$ cat config.mk
export PLATFORM = sky130hd
export DESIGN_NAME = fraction_reducer_unit_flat
export DESIGN_NICKNAME = d
export VERILOG_FILES = /design/src/rtl/fru_pkg.sv /design/src/rtl/fru_in_if.sv /design/src/rtl/fru_out_if.sv /design/src/rtl/fru_divider.sv /design/src/rtl/fraction_reducer_unit.sv /design/src/flat_wrapper.sv
export SDC_FILE = /design/constraint.sdc
export NUM_CORES = 1
export LEC_CHECK = 0
export BUFFER_PORTS_ARGS = -buffer_cell sky130_fd_sc_hd__clkbuf_2
export CAP_MARGIN = 10
export CORE_MARGIN = 2
export CORE_UTILIZATION = 35
export DETAILED_ROUTE_END_ITERATION = 12
export PLACE_DENSITY = 0.51
export REMOVE_ABC_BUFFERS = 1
export SYNTH_ARGS = -nofsm -noshare
export SYNTH_HDL_FRONTEND = slang
export SYNTH_SLANG_ARGS = --single-unit
$ cat constraint.sdc
create_clock -name i_clk -period 3.1 [get_ports i_clk]
set_input_delay 0.31 -clock i_clk [delete_from_list [all_inputs] [get_ports i_clk]]
set_output_delay 0.31 -clock i_clk [all_outputs]
set_load 0.01 [all_outputs]
$ cat src/rtl/fru_pkg.sv
// Shared types for the fraction reducer: control state and divider handshake structs.
package fru_pkg;

    // Control sequencer states, one-hot
    typedef enum logic [4:0] {
        S_IDLE = 5'b00001,
        S_GCD  = 5'b00010,
        S_DIVN = 5'b00100,
        S_DIVD = 5'b01000,
        S_DONE = 5'b10000
    } t_state;

    // Request into the shared serial divider
    typedef struct packed {
        logic start;
    } t_div_ctl;

    // Status back from the shared serial divider
    typedef struct packed {
        logic busy;
        logic done;
    } t_div_stat;

endpackage

$ cat src/rtl/fru_in_if.sv
// Input request channel of the fraction reducer: valid/ready plus the fraction.
interface fru_in_if #(
    parameter int VALUE_WIDTH = 16
);
    logic                   valid;
    logic                   ready;
    logic [VALUE_WIDTH-1:0] numerator;
    logic [VALUE_WIDTH-1:0] denominator;

    modport source (output valid, output numerator, output denominator, input ready);
    modport sink   (input valid, input numerator, input denominator, output ready);
endinterface

$ cat src/rtl/fru_out_if.sv
// Result channel of the fraction reducer: valid/ready plus the reduced fraction.
interface fru_out_if #(
    parameter int VALUE_WIDTH = 16
);
    logic                   valid;
    logic                   ready;
    logic [VALUE_WIDTH-1:0] reduced_numerator;
    logic [VALUE_WIDTH-1:0] reduced_denominator;
    logic                   bad_input;

    modport source (output valid, output reduced_numerator, output reduced_denominator,
                    output bad_input, input ready);
    modport sink   (input valid, input reduced_numerator, input reduced_denominator,
                    input bad_input, output ready);
endinterface

$ cat src/rtl/fru_divider.sv
// Bit-serial restoring divider: one quotient bit per cycle, quotient and remainder.
module fru_divider #(
    parameter int VALUE_WIDTH = 16
) (
    input  logic                   i_clk,
    input  logic                   i_rst_n,
    input  fru_pkg::t_div_ctl      i_ctl,
    input  logic [VALUE_WIDTH-1:0] i_dividend,
    input  logic [VALUE_WIDTH-1:0] i_divisor,
    output fru_pkg::t_div_stat     o_stat,
    output logic [VALUE_WIDTH-1:0] o_quotient,
    output logic [VALUE_WIDTH-1:0] o_remainder
);
    localparam int CNT_W = $clog2(VALUE_WIDTH);

    logic [VALUE_WIDTH-1:0] r_quo, n_quo;
    logic [VALUE_WIDTH-1:0] r_rem, n_rem;
    logic [VALUE_WIDTH-1:0] r_dvs, n_dvs;
    logic [CNT_W-1:0]       r_cnt, n_cnt;
    logic                   r_busy, n_busy;
    logic                   r_done, n_done;

    logic [VALUE_WIDTH:0]   rem_sh;
    logic [VALUE_WIDTH:0]   rem_diff;
    logic                   fits;

    // Shift the next dividend bit into the partial remainder and trial-subtract
    assign rem_sh   = {r_rem, r_quo[VALUE_WIDTH-1]};
    assign rem_diff = rem_sh - {1'b0, r_dvs};
    assign fits     = (rem_sh >= {1'b0, r_dvs});

    always_comb begin
        n_quo  = r_quo;
        n_rem  = r_rem;
        n_dvs  = r_dvs;
        n_cnt  = r_cnt;
        n_busy = r_busy;
        n_done = 1'b0;
        if (i_ctl.start) begin
            // Load operands, clear the partial remainder
            n_quo  = i_dividend;
            n_rem  = '0;
            n_dvs  = i_divisor;
            n_cnt  = CNT_W'(VALUE_WIDTH - 1);
            n_busy = 1'b1;
        end else if (r_busy) begin
            // Advance one quotient bit
            n_quo = {r_quo[VALUE_WIDTH-2:0], fits};
            n_rem = fits ? rem_diff[VALUE_WIDTH-1:0] : rem_sh[VALUE_WIDTH-1:0];
            if (r_cnt == '0) begin
                n_busy = 1'b0;
                n_done = 1'b1;
            end else begin
                n_cnt = r_cnt - 1'b1;
            end
        end
    end

    always_ff @(posedge i_clk) begin
        if (!i_rst_n) begin
            r_busy <= 1'b0;
            r_done <= 1'b0;
        end else begin
            r_busy <= n_busy;
            r_done <= n_done;
        end
        r_quo <= n_quo;
        r_rem <= n_rem;
        r_dvs <= n_dvs;
        r_cnt <= n_cnt;
    end

    assign o_stat.busy = r_busy;
    assign o_stat.done = r_done;
    assign o_quotient  = r_quo;
    assign o_remainder = r_rem;

    // A finished division leaves a remainder below the divisor
    a_rem_below_dvs: assert property (@(posedge i_clk) disable iff (!i_rst_n)
        r_done |-> (r_rem < r_dvs))
        else $error("divider remainder not below divisor");

    // Done follows the last step of a running division
    a_done_after_busy: assert property (@(posedge i_clk) disable iff (!i_rst_n)
        r_done |-> $past(r_busy))
        else $error("divider done without a running division");

    // A new start never lands on a running division
    a_start_idle: assert property (@(posedge i_clk) disable iff (!i_rst_n)
        i_ctl.start |-> !r_busy)
        else $error("divider started while busy");
endmodule

$ cat src/rtl/fraction_reducer_unit.sv
// Top level of the fraction reducer: Euclid sequencer over a serial divider, result register.
//
//  channel  | dir | handshake      | payload
//  ---------+-----+----------------+------------------------------------------------
//  i_req    | in  | valid / ready  | numerator, denominator
//  o_res    | out | valid / ready  | reduced_numerator, reduced_denominator, bad_input
//
// Each divider pass is one load followed by VALUE_WIDTH shift steps. An item runs one pass
// per Euclid remainder step (at most about 1.44 * VALUE_WIDTH steps), then one pass each to
// divide the numerator and the denominator by the gcd; a zero numerator, a unit or zero
// denominator skip the divider. All passes run on the single shared divider.
// Reset clears the sequencer, the divider control and the result valid flag.
// A new request is taken while a result waits in the output register; a finished item
// holds in S_DONE until that register is free.
module fraction_reducer_unit #(
    parameter int VALUE_WIDTH = 16
) (
    input  logic     i_clk,
    input  logic     i_rst_n,
    fru_in_if.sink   i_req,
    fru_out_if.source o_res
);
    fru_pkg::t_state r_state, n_state;

    logic [VALUE_WIDTH-1:0] r_num, n_num;
    logic [VALUE_WIDTH-1:0] r_den, n_den;
    logic [VALUE_WIDTH-1:0] r_b, n_b;
    logic [VALUE_WIDTH-1:0] r_g, n_g;
    logic [VALUE_WIDTH-1:0] r_res_num, n_res_num;
    logic [VALUE_WIDTH-1:0] r_res_den, n_res_den;
    logic                   r_bad, n_bad;

    logic                   r_out_valid, n_out_valid;
    logic [VALUE_WIDTH-1:0] r_out_num, n_out_num;
    logic [VALUE_WIDTH-1:0] r_out_den, n_out_den;
    logic                   r_out_bad, n_out_bad;

    fru_pkg::t_div_ctl      div_ctl;
    fru_pkg::t_div_stat     div_stat;
    logic [VALUE_WIDTH-1:0] div_dividend;
    logic [VALUE_WIDTH-1:0] div_divisor;
    logic [VALUE_WIDTH-1:0] div_quo;
    logic [VALUE_WIDTH-1:0] div_rem;

    logic in_acc;
    logic out_free;

    assign i_req.ready = (r_state == fru_pkg::S_IDLE);
    assign in_acc      = i_req.valid && i_req.ready;
    assign out_free    = !r_out_valid || o_res.ready;

    fru_divider #(
        .VALUE_WIDTH(VALUE_WIDTH)
    ) u_div (
        .i_clk       (i_clk),
        .i_rst_n     (i_rst_n),
        .i_ctl       (div_ctl),
        .i_dividend  (div_dividend),
        .i_divisor   (div_divisor),
        .o_stat      (div_stat),
        .o_quotient  (div_quo),
        .o_remainder (div_rem)
    );

    // Sequence: pass trivial inputs through, else gcd by repeated remainders, then divide both terms by it
    always_comb begin
        n_state       = r_state;
        n_num         = r_num;
        n_den         = r_den;
        n_b           = r_b;
        n_g           = r_g;
        n_res_num     = r_res_num;
        n_res_den     = r_res_den;
        n_bad         = r_bad;
        div_ctl.start = 1'b0;
        div_dividend  = r_b;
        div_divisor   = div_rem;
        unique case (r_state)
            fru_pkg::S_IDLE: begin
                if (in_acc) begin
                    n_num     = i_req.numerator;
                    n_den     = i_req.denominator;
                    n_b       = i_req.denominator;
                    n_res_num = i_req.numerator;
                    n_res_den = i_req.denominator;
                    n_bad     = (i_req.denominator == '0);
                    if (i_req.denominator == '0 || i_req.numerator == '0 ||
                        i_req.denominator == VALUE_WIDTH'(1)) begin
                        // Pass through unchanged
                        n_state = fru_pkg::S_DONE;
                    end else begin
                        div_ctl.start = 1'b1;
                        div_dividend  = i_req.numerator;
                        div_divisor   = i_req.denominator;
                        n_state       = fru_pkg::S_GCD;
                    end
                end
            end
            fru_pkg::S_GCD: begin
                if (div_stat.done) begin
                    div_ctl.start = 1'b1;
                    if (div_rem == '0) begin
                        // Last divisor is the gcd: reduce the numerator
                        n_g          = r_b;
                        div_dividend = r_num;
                        div_divisor  = r_b;
                        n_state      = fru_pkg::S_DIVN;
                    end else begin
                        // Advance Euclid: b mod rem
                        n_b          = div_rem;
                        div_dividend = r_b;
                        div_divisor  = div_rem;
                    end
                end
            end
            fru_pkg::S_DIVN: begin
                if (div_stat.done) begin
                    n_res_num     = div_quo;
                    div_ctl.start = 1'b1;
                    div_dividend  = r_den;
                    div_divisor   = r_g;
                    n_state       = fru_pkg::S_DIVD;
                end
            end
            fru_pkg::S_DIVD: begin
                if (div_stat.done) begin
                    n_res_den = div_quo;
                    n_state   = fru_pkg::S_DONE;
                end
            end
            fru_pkg::S_DONE: begin
                if (out_free) begin
                    n_state = fru_pkg::S_IDLE;
                end
            end
            default: begin
                n_state = fru_pkg::S_IDLE;
            end
        endcase
    end

    // Hold the result until the sink takes it; load when the slot frees
    always_comb begin
        n_out_valid = r_out_valid;
        n_out_num   = r_out_num;
        n_out_den   = r_out_den;
        n_out_bad   = r_out_bad;
        if (r_out_valid && o_res.ready) begin
            n_out_valid = 1'b0;
        end
        if (r_state == fru_pkg::S_DONE && out_free) begin
            n_out_valid = 1'b1;
            n_out_num   = r_res_num;
            n_out_den   = r_res_den;
            n_out_bad   = r_bad;
        end
    end

    always_ff @(posedge i_clk) begin
        if (!i_rst_n) begin
            r_state     <= fru_pkg::S_IDLE;
            r_out_valid <= 1'b0;
        end else begin
            r_state     <= n_state;
            r_out_valid <= n_out_valid;
        end
        r_num     <= n_num;
        r_den     <= n_den;
        r_b       <= n_b;
        r_g       <= n_g;
        r_res_num <= n_res_num;
        r_res_den <= n_res_den;
        r_bad     <= n_bad;
        r_out_num <= n_out_num;
        r_out_den <= n_out_den;
        r_out_bad <= n_out_bad;
    end

    assign o_res.valid               = r_out_valid;
    assign o_res.reduced_numerator   = r_out_num;
    assign o_res.reduced_denominator = r_out_den;
    assign o_res.bad_input           = r_out_bad;

    // An accepted request always leaves the idle state
    a_acc_leaves_idle: assert property (@(posedge i_clk) disable iff (!i_rst_n)
        in_acc |=> (r_state != fru_pkg::S_IDLE))
        else $error("request accepted but sequencer stayed idle");

    // A flagged result carries a zero denominator
    a_bad_zero_den: assert property (@(posedge i_clk) disable iff (!i_rst_n)
        (r_out_valid && r_out_bad) |-> (r_out_den == '0))
        else $error("bad_input result with nonzero denominator");

    // The gcd used for reduction is never zero
    a_gcd_nonzero: assert property (@(posedge i_clk) disable iff (!i_rst_n)
        (r_state == fru_pkg::S_DIVN || r_state == fru_pkg::S_DIVD) |-> (r_g != '0))
        else $error("reduction with zero gcd");
endmodule
$ cat src/flat_wrapper.sv
// flat-port wrapper written by rule: the top's interface ports become plain ports
module fraction_reducer_unit_flat 
#(
    parameter int VALUE_WIDTH = 16
)
  (i_clk, i_rst_n, i_req_valid, i_req_numerator, i_req_denominator, i_req_ready, o_res_valid, o_res_reduced_numerator, o_res_reduced_denominator, o_res_bad_input, o_res_ready);
  fru_in_if #(.VALUE_WIDTH(VALUE_WIDTH)) i_req_i ();
  fru_out_if #(.VALUE_WIDTH(VALUE_WIDTH)) o_res_i ();
  input  logic i_clk;
  input  logic i_rst_n;
  input wire logic [$bits(i_req_i.valid)-1:0] i_req_valid;
  input wire logic [$bits(i_req_i.numerator)-1:0] i_req_numerator;
  input wire logic [$bits(i_req_i.denominator)-1:0] i_req_denominator;
  output wire logic [$bits(i_req_i.ready)-1:0] i_req_ready;
  output wire logic [$bits(o_res_i.valid)-1:0] o_res_valid;
  output wire logic [$bits(o_res_i.reduced_numerator)-1:0] o_res_reduced_numerator;
  output wire logic [$bits(o_res_i.reduced_denominator)-1:0] o_res_reduced_denominator;
  output wire logic [$bits(o_res_i.bad_input)-1:0] o_res_bad_input;
  input wire logic [$bits(o_res_i.ready)-1:0] o_res_ready;
  assign i_req_i.valid = i_req_valid;
  assign i_req_i.numerator = i_req_numerator;
  assign i_req_i.denominator = i_req_denominator;
  assign i_req_ready = i_req_i.ready;
  assign o_res_valid = o_res_i.valid;
  assign o_res_reduced_numerator = o_res_i.reduced_numerator;
  assign o_res_reduced_denominator = o_res_i.reduced_denominator;
  assign o_res_bad_input = o_res_i.bad_input;
  assign o_res_i.ready = o_res_ready;
  fraction_reducer_unit #(.VALUE_WIDTH(VALUE_WIDTH)) u_core (.i_clk(i_clk), .i_rst_n(i_rst_n), .i_req(i_req_i), .o_res(o_res_i));
endmodule
; ---- After elaboration in Yosys (flattened, before gate mapping)
; Cells that the tools add are included.
[word_totals]
inputBits = 36
wordCells = 101
out_inout_bits = 35
ff_bits = 190
[classes]
n_eq_ne = 12
order_cmp = 1
n_reduce_logical = 25
addsub = 2
muxes = 40
bitwise = 3
[ops]
columns = op, count
row1 = 16-bit 2-to-1 mux, 17
row2 = 16-bit one-hot mux with 2 select lines, 3
row3 = 16-bit one-hot mux with 3 select lines, 2
row4 = 16-bit zero test, 3
row5 = 5-bit 2-to-1 mux, 7
row6 = 5-bit one-hot mux with 5 select lines, 1
row7 = 17-bit by 16-bit >= comparator with 1-bit output, 1
row8 = 16-bit by 1-bit equality test with 1-bit output (second input constant), 1
row9 = 16-bit subtractor, 1
row10 = 3-bit AND reduction, 4
row11 = 2-bit nonzero test, 5
row12 = 1-bit 2-to-1 mux, 9
row13 = 2-bit inequality test (second input constant), 4
row14 = 6-bit AND reduction, 1
row15 = 5-bit by 1-bit equality test with 1-bit output (second input constant), 1
row16 = 5-bit by 2-bit equality test with 1-bit output (second input constant), 1
row17 = 5-bit by 3-bit equality test with 1-bit output (second input constant), 1
row18 = 5-bit by 4-bit equality test with 1-bit output (second input constant), 1
row19 = 5-bit equality test (second input constant), 1
row20 = 4-bit zero test, 1
row21 = 2-bit by 1-bit inequality test with 1-bit output (second input constant), 2
row22 = 2-bit AND reduction, 2
row23 = 4-bit by 1-bit subtractor with 4-bit output (second input constant), 1
row24 = 1-bit logical AND, 3
row25 = 6 further kinds, 10

; ---- Depth between registers and ports, before layout
[logic_depth]
depth_word = 7
depth_mapped = 11
depth_no_buf = 10

; ---- By module
; A second synthesis with hierarchy kept.
[hier_totals]
cells_unflattened = 736
hier_area_um2 = 8982.4
[modules_own_cells]
columns = module, cells_per_inst, area_per_inst_um2, n_inst, seq_area_each_um2
row1 = fraction_reducer_unit, 462, 6017.0, 1, 4023.9
row2 = fru_divider, 274, 2965.3, 1, 1401.3

; ---- Worst setup path before layout
; No wires, ideal clock.
[synth_path]
kind = register -> register
from = reg u_core.r_state[1]
to = reg u_core.r_res_den[0] (enable)
stages_incl_launch_ff = 5
setup_ps = 414
t_arrival_ps = 2198
required_time_ps = 2686
path_buffers = 1
period_less_slack_ps = 2612
path_slack_ps = 488
cell_sequence = dfxtp_1 > nor2_1 > nand3_1 > clkbuf_1 > a211oi_1
[synth_between]
elab_chain_cells = 4
elab_cells_between_ends = 7
classes_between = eq/ne: 4 / reduce/logical: 3
[synth_lines]
columns = item, line
row1 = "start, declared", fraction_reducer_unit.sv:23  ; fru_pkg::t_state r_state, n_state;
row2 = "start signal, assigned", fraction_reducer_unit.sv:161  ; r_state <= fru_pkg::S_IDLE;
row3 = "start signal, assigned", fraction_reducer_unit.sv:164  ; r_state <= n_state;
row4 = 5-bit by 1-bit equality test with 1-bit output, "fraction_reducer_unit.sv:48, fraction_reducer_unit.sv:78"
row5 = 1-bit logical AND, fraction_reducer_unit.sv:49  ; assign in_acc = i_req.valid && i_req.ready;
row6 = 2-bit inequality test (no line), n/a
row7 = 3-bit AND reduction (no line) (*), n/a
row8 = "end signal, assigned", fraction_reducer_unit.sv:172  ; r_res_den <= n_res_den;
row9 = "end, declared", fraction_reducer_unit.sv:30  ; logic [VALUE_WIDTH-1:0] r_res_den, n_res_den;
; Mark *: on every way between the ends. The rest lies on a longest branch, timed or not.
; A chain may end at the register's enable or synchronous reset.

; ---- Worst setup path after layout
[layout_path]
from = reg u_core.u_div.r_quo[15] (netlist: u_core.u_div.o_quotient[15])
to = reg u_core.u_div.r_quo[0] (netlist: u_core.u_div.o_quotient[0]) (data pin)
[layout_between]
elab_chain_cells = 3
[layout_lines]
columns = item, line
row1 = "start, declared", fru_divider.sv:16  ; logic [VALUE_WIDTH-1:0] r_quo, n_quo;
row2 = "start signal, assigned", fru_divider.sv:67  ; r_quo <= n_quo;
row3 = 17-bit by 16-bit >= comparator with 1-bit output, fru_divider.sv:30  ; assign fits = (rem_sh >= {1'b0, r_dvs});
row4 = 16-bit 2-to-1 mux, fru_divider.sv:46  ; end else if (r_busy) begin
row5 = 16-bit 2-to-1 mux, fru_divider.sv:39  ; if (i_ctl.start) begin
row6 = via u_core.u_div.n_quo[0], fru_divider.sv:16
; The timed path passes the listed nets, and every way through them passes these cells. The select of a mux whose other input is x is not followed.

==> flow_summary.rst <==
.. list-table::
   :header-rows: 1

   * - Metric
     - Value
   * - Number of detailed-route iterations in the first pass
     - 5
   * - Max-Cap Viols
     - 0
   * - Number of flops mapped to enable cells by yosys
     - 162
   * - Gate count after technology mapping
     - 717
   * - Post-cts gate resize count
     - 0
   * - Min-Delay Path Class
     - input pin to flip-flop
   * - Tmin final
     - 2910 ps
   * - Total global-route track usage
     - between 10% and 20%
   * - Synthesized-area fraction occupied by ao, oa, aoi and oai cells
     - between 15 and 20%
   * - Netlist cell types
     - 74
   * - DRC violations left
     - 0
   * - Largest clock skew in the final design
     - 11.4 ps
   * - Vias per cell
     - 5.43
   * - Share of synthesized cell area in and, or, nand and nor gates
     - 10.6%
   * - H-Tree Level Count
     - 4
   * - Synth Warn #
     - 0
   * - Number of cells on the worst reg-to-reg path
     - 10
   * - Gp weighted congestion
     - 0.821
   * - Data arrival, critical path
     - between 3000 and 4000 ps
   * - Number of buffers inserted by hold repair at cts
     - 0
   * - Maximum root-to-sink buffer count
     - 2
   * - I/O pin total
     - 71
   * - Required time worst endpoint
     - around 3300 ps
   * - Final Max Tran Viols
     - 0
   * - Adder-cell share of the synthesized area
     - 2.64%
   * - Most used standard cells in the synthesized netlist
     - 162 x edfxtp_1, 75 x nand2_1, 51 x a21oi_1
   * - Storage cell area
     - 5430 µm²
   * - Main synth FF type
     - edfxtp_1
   * - Via count of the first global-routing pass
     - roughly 6.3k
   * - Pwr dens
     - 717 nW/µm²
   * - Pin count of the biggest net entering global routing
     - 46
   * - Synth top area share
     - 55.2%
   * - Routed Antenna Nets
     - 0
   * - Syn_area_per_cell
     - 12.3 µm²
   * - Ant. Diodes
     - 0
   * - Cell depth of the worst min-delay path
     - 1
   * - Normalized max-slew margin
     - 30.5%
   * - CTS Sinks
     - 190
   * - Endpoint type of the worst setup path
     - flip-flop
   * - Count of buffers from port buffering
     - 70
   * - Initial antenna violation count
     - 0
   * - Share of synthesized flip-flops with an asynchronous set or reset
     - 0%
   * - Synthesized area
     - 8810 µm²
   * - Worst-path maximum fanout
     - 9
   * - Area occupied by multi-input gates
     - approximately 3100 µm²
   * - Worst skew pair latency
     - 440 ps
   * - Fin cells
     - about 1.1k
   * - Final Cycle Share
     - 93.8%
   * - Final setup violation count
     - 0
   * - Die height
     - between 150 and 200 µm
   * - Vias
     - 6205
   * - Status
     - finished, final reports clean
   * - Leading area contributor after synthesis
     - edfxtp_1
   * - Largest family of logic cells by synthesized area
     - compound AO/OA/AOI/OAI gates
   * - Post-layout utilization of the core
     - 40.9%
   * - Net count of the finished layout
     - between 800 and 900
   * - Largest cells by area after synthesis
     - edfxtp_1 55%, dfxtp_1 6.4%, mux2_2 4.0%, nand2_1 3.2%, a21oi_1 2.9%
   * - Buffer count from post-CTS setup fixing
     - 0
   * - Overall die area
     - 26500 µm²
   * - RSZ-0062 raised after global routing
     - no
   * - CTS clk-pin slew, worst paths
     - about 80 ps
   * - Cell with the most instances after synthesis
     - edfxtp_1
   * - Slew at the pin with the worst max-slew slack
     - 1040 ps
   * - Lkg Pwr
     - 3.76 nW
   * - Starting density of the core
     - between 30% and 40%
   * - Global route overflow
     - 0
   * - Area growth from synthesis to layout
     - 15.9%
   * - Number of endpoints with negative hold slack in the final report
     - 0
   * - CTS tree
     - done
   * - Number of design-rule violations left by the first detailed-router iteration
     - 431
   * - Share of layout cells above drive strength 1
     - 23.8%
   * - WS Path Type
     - flip-flop to flip-flop
   * - Overall die width
     - 163 µm
   * - Clock root buffer
     - clkbuf_16
   * - Xor and xnor area share after synthesis
     - 0.994%
   * - Inserted Clock Buffers
     - 17
   * - Estimated wirelength of the detail-placed design
     - between 15000 and 20000 µm
   * - Drt total wl
     - 23000 µm
   * - Wirelength per Cell
     - 20.1 µm
   * - Category of the worst setup path launch point
     - flip-flop
   * - Number of placed instances, taps included
     - 1110
   * - Fill cell total of the finished layout
     - 2367
   * - Highest clock frequency the design can meet
     - 0.344 GHz
   * - Placement Rows
     - 58
   * - Synthesis-stage register bit count
     - between 150 and 200
   * - First-pass GRT wire length
     - 36100 µm
   * - Peak VDD IR
     - between 0.3 and 0.4 mV
   * - Mux contribution to synthesized area
     - 3.96%
   * - Sequential element share of the synthesized area
     - 61.5%
   * - Floorplan core area
     - 25000 µm²
state kept, by name, summed over array words and instances, names as in the netlist:
| signal | cells |
|---|---|
| u_core.u_div.o_remainder | 16 |
| u_core.r_res_den | 16 |
| u_core.r_b | 16 |
| u_core.o_res.bad_input | 1 |
| u_core.r_den | 16 |
| u_core.r_g | 16 |
| u_core.r_bad | 1 |
| u_core.o_res.reduced_denominator | 16 |
| u_core.r_res_num | 16 |
| u_core.r_state | 5 |
| u_core.u_div.r_dvs | 16 |
| u_core.u_div.o_quotient | 16 |
| u_core.u_div.r_cnt | 4 |
| u_core.o_res.valid | 1 |
| u_core.u_div.r_busy | 1 |
| u_core.r_num | 16 |
| u_core.u_div.r_done | 1 |
| u_core.o_res.reduced_numerator | 16 |
placed cells by master (no fill, tap or decap), types with 4 or more instances in the layout:
cell type / count
nor2_1: 40
clkbuf_16: 17
nand2_2: 8
o211ai_1: 5
inv_1: 26
clkinv_8: 5
mux2_2: 31
inv_6: 4
clkbuf_2: 70
o21ai_0: 44
nand3_1: 6
o21a_1: 7
xnor2_1: 7
a22o_1: 28
nor3_1: 6
a21oi_2: 4
a31oi_1: 29
buf_12: 4
nand4_1: 5
ha_1: 17
edfxtp_1: 162
nand2b_1: 9
o31ai_1: 4
a21oi_1: 51
buf_4: 22
nand2_1: 75
nor4_1: 11
dfxtp_1: 28
a221o_1: 12
per-stage QoR:
stage               setup TNS (ps)  hold slack, ps  power, mW  instance area (µm²)  setup WS, ps
detailed placement               0             406       5.19                 9620           274
floorplan                   -20140             389       4.54                 8600          -567
global route                     0            97.1       7.71                10200          30.4
global placement                 0             402       5.17                 9620           212
CTS                              0            99.2       7.37                10200           243
finish                           0             110       7.33                10200           192
metal layers:
layer | track usage (%) | vias up | wire, µm
met5 | 0 | - | 0
met1 | 24.5 | 3090 | 10600
met4 | 4.79 | 0 | 266
li1 | - | 2912 | -
met3 | 2.62 | 19 | 1050
met2 | 29.4 | 184 | 11100
layout make-up:
cell class	instances	area share [%]
Clock inverter	14	1.63
Multi-Input combinational cell	466	30.2
Timing Repair Buffer	96	5.83
Inverter	28	1.03
Clock buffer	18	4.20
Tap cell	330	4.04
Sequential cell	190	53.1
path summary, 6_finish.rpt:
check	start	to	slack, ps
setup reg to reg	u_core.u_div.o_quotient[15]	u_core.u_div.o_quotient[0]	190
hold / removal	i_req_numerator[9]	u_core.r_num[9]	110
hold reg to reg	u_core.r_res_den[15]	u_core.o_res.reduced_denominator[15]	420
setup / recovery	u_core.u_div.o_quotient[15]	u_core.u_div.o_quotient[0]	190
report_power, final:
part	internal, mW	leakage (nW)	switching, mW	total [mW]
registers	3.12	1.76	0.234	3.36
clock network	1.09	0.286	1.09	2.18
logic	0.698	1.71	1.09	1.79
total	4.91	3.76	2.42	7.33
critical path, cell delays in order (launching register included):
cell	delay, ps
edfxtp_1	490
inv_1	240
ha_1	240
nand2b_1	150
a211oi_2	100
o211ai_1	350
a31oi_4	190
or2_1	420
buf_12	220
nor2_1	160
a31oi_1	60
logic make-up after synthesis:
group                      after synthesis
adders and majority gates               18
xor gates and xnor gates                10
DFF                                    190
and+or+nand+nor                        190
buffers and inverters                   61
muxes                                   31
AOI/OAI and AO/OA                      217
Note: power is estimated with default switching activity, not from simulation.
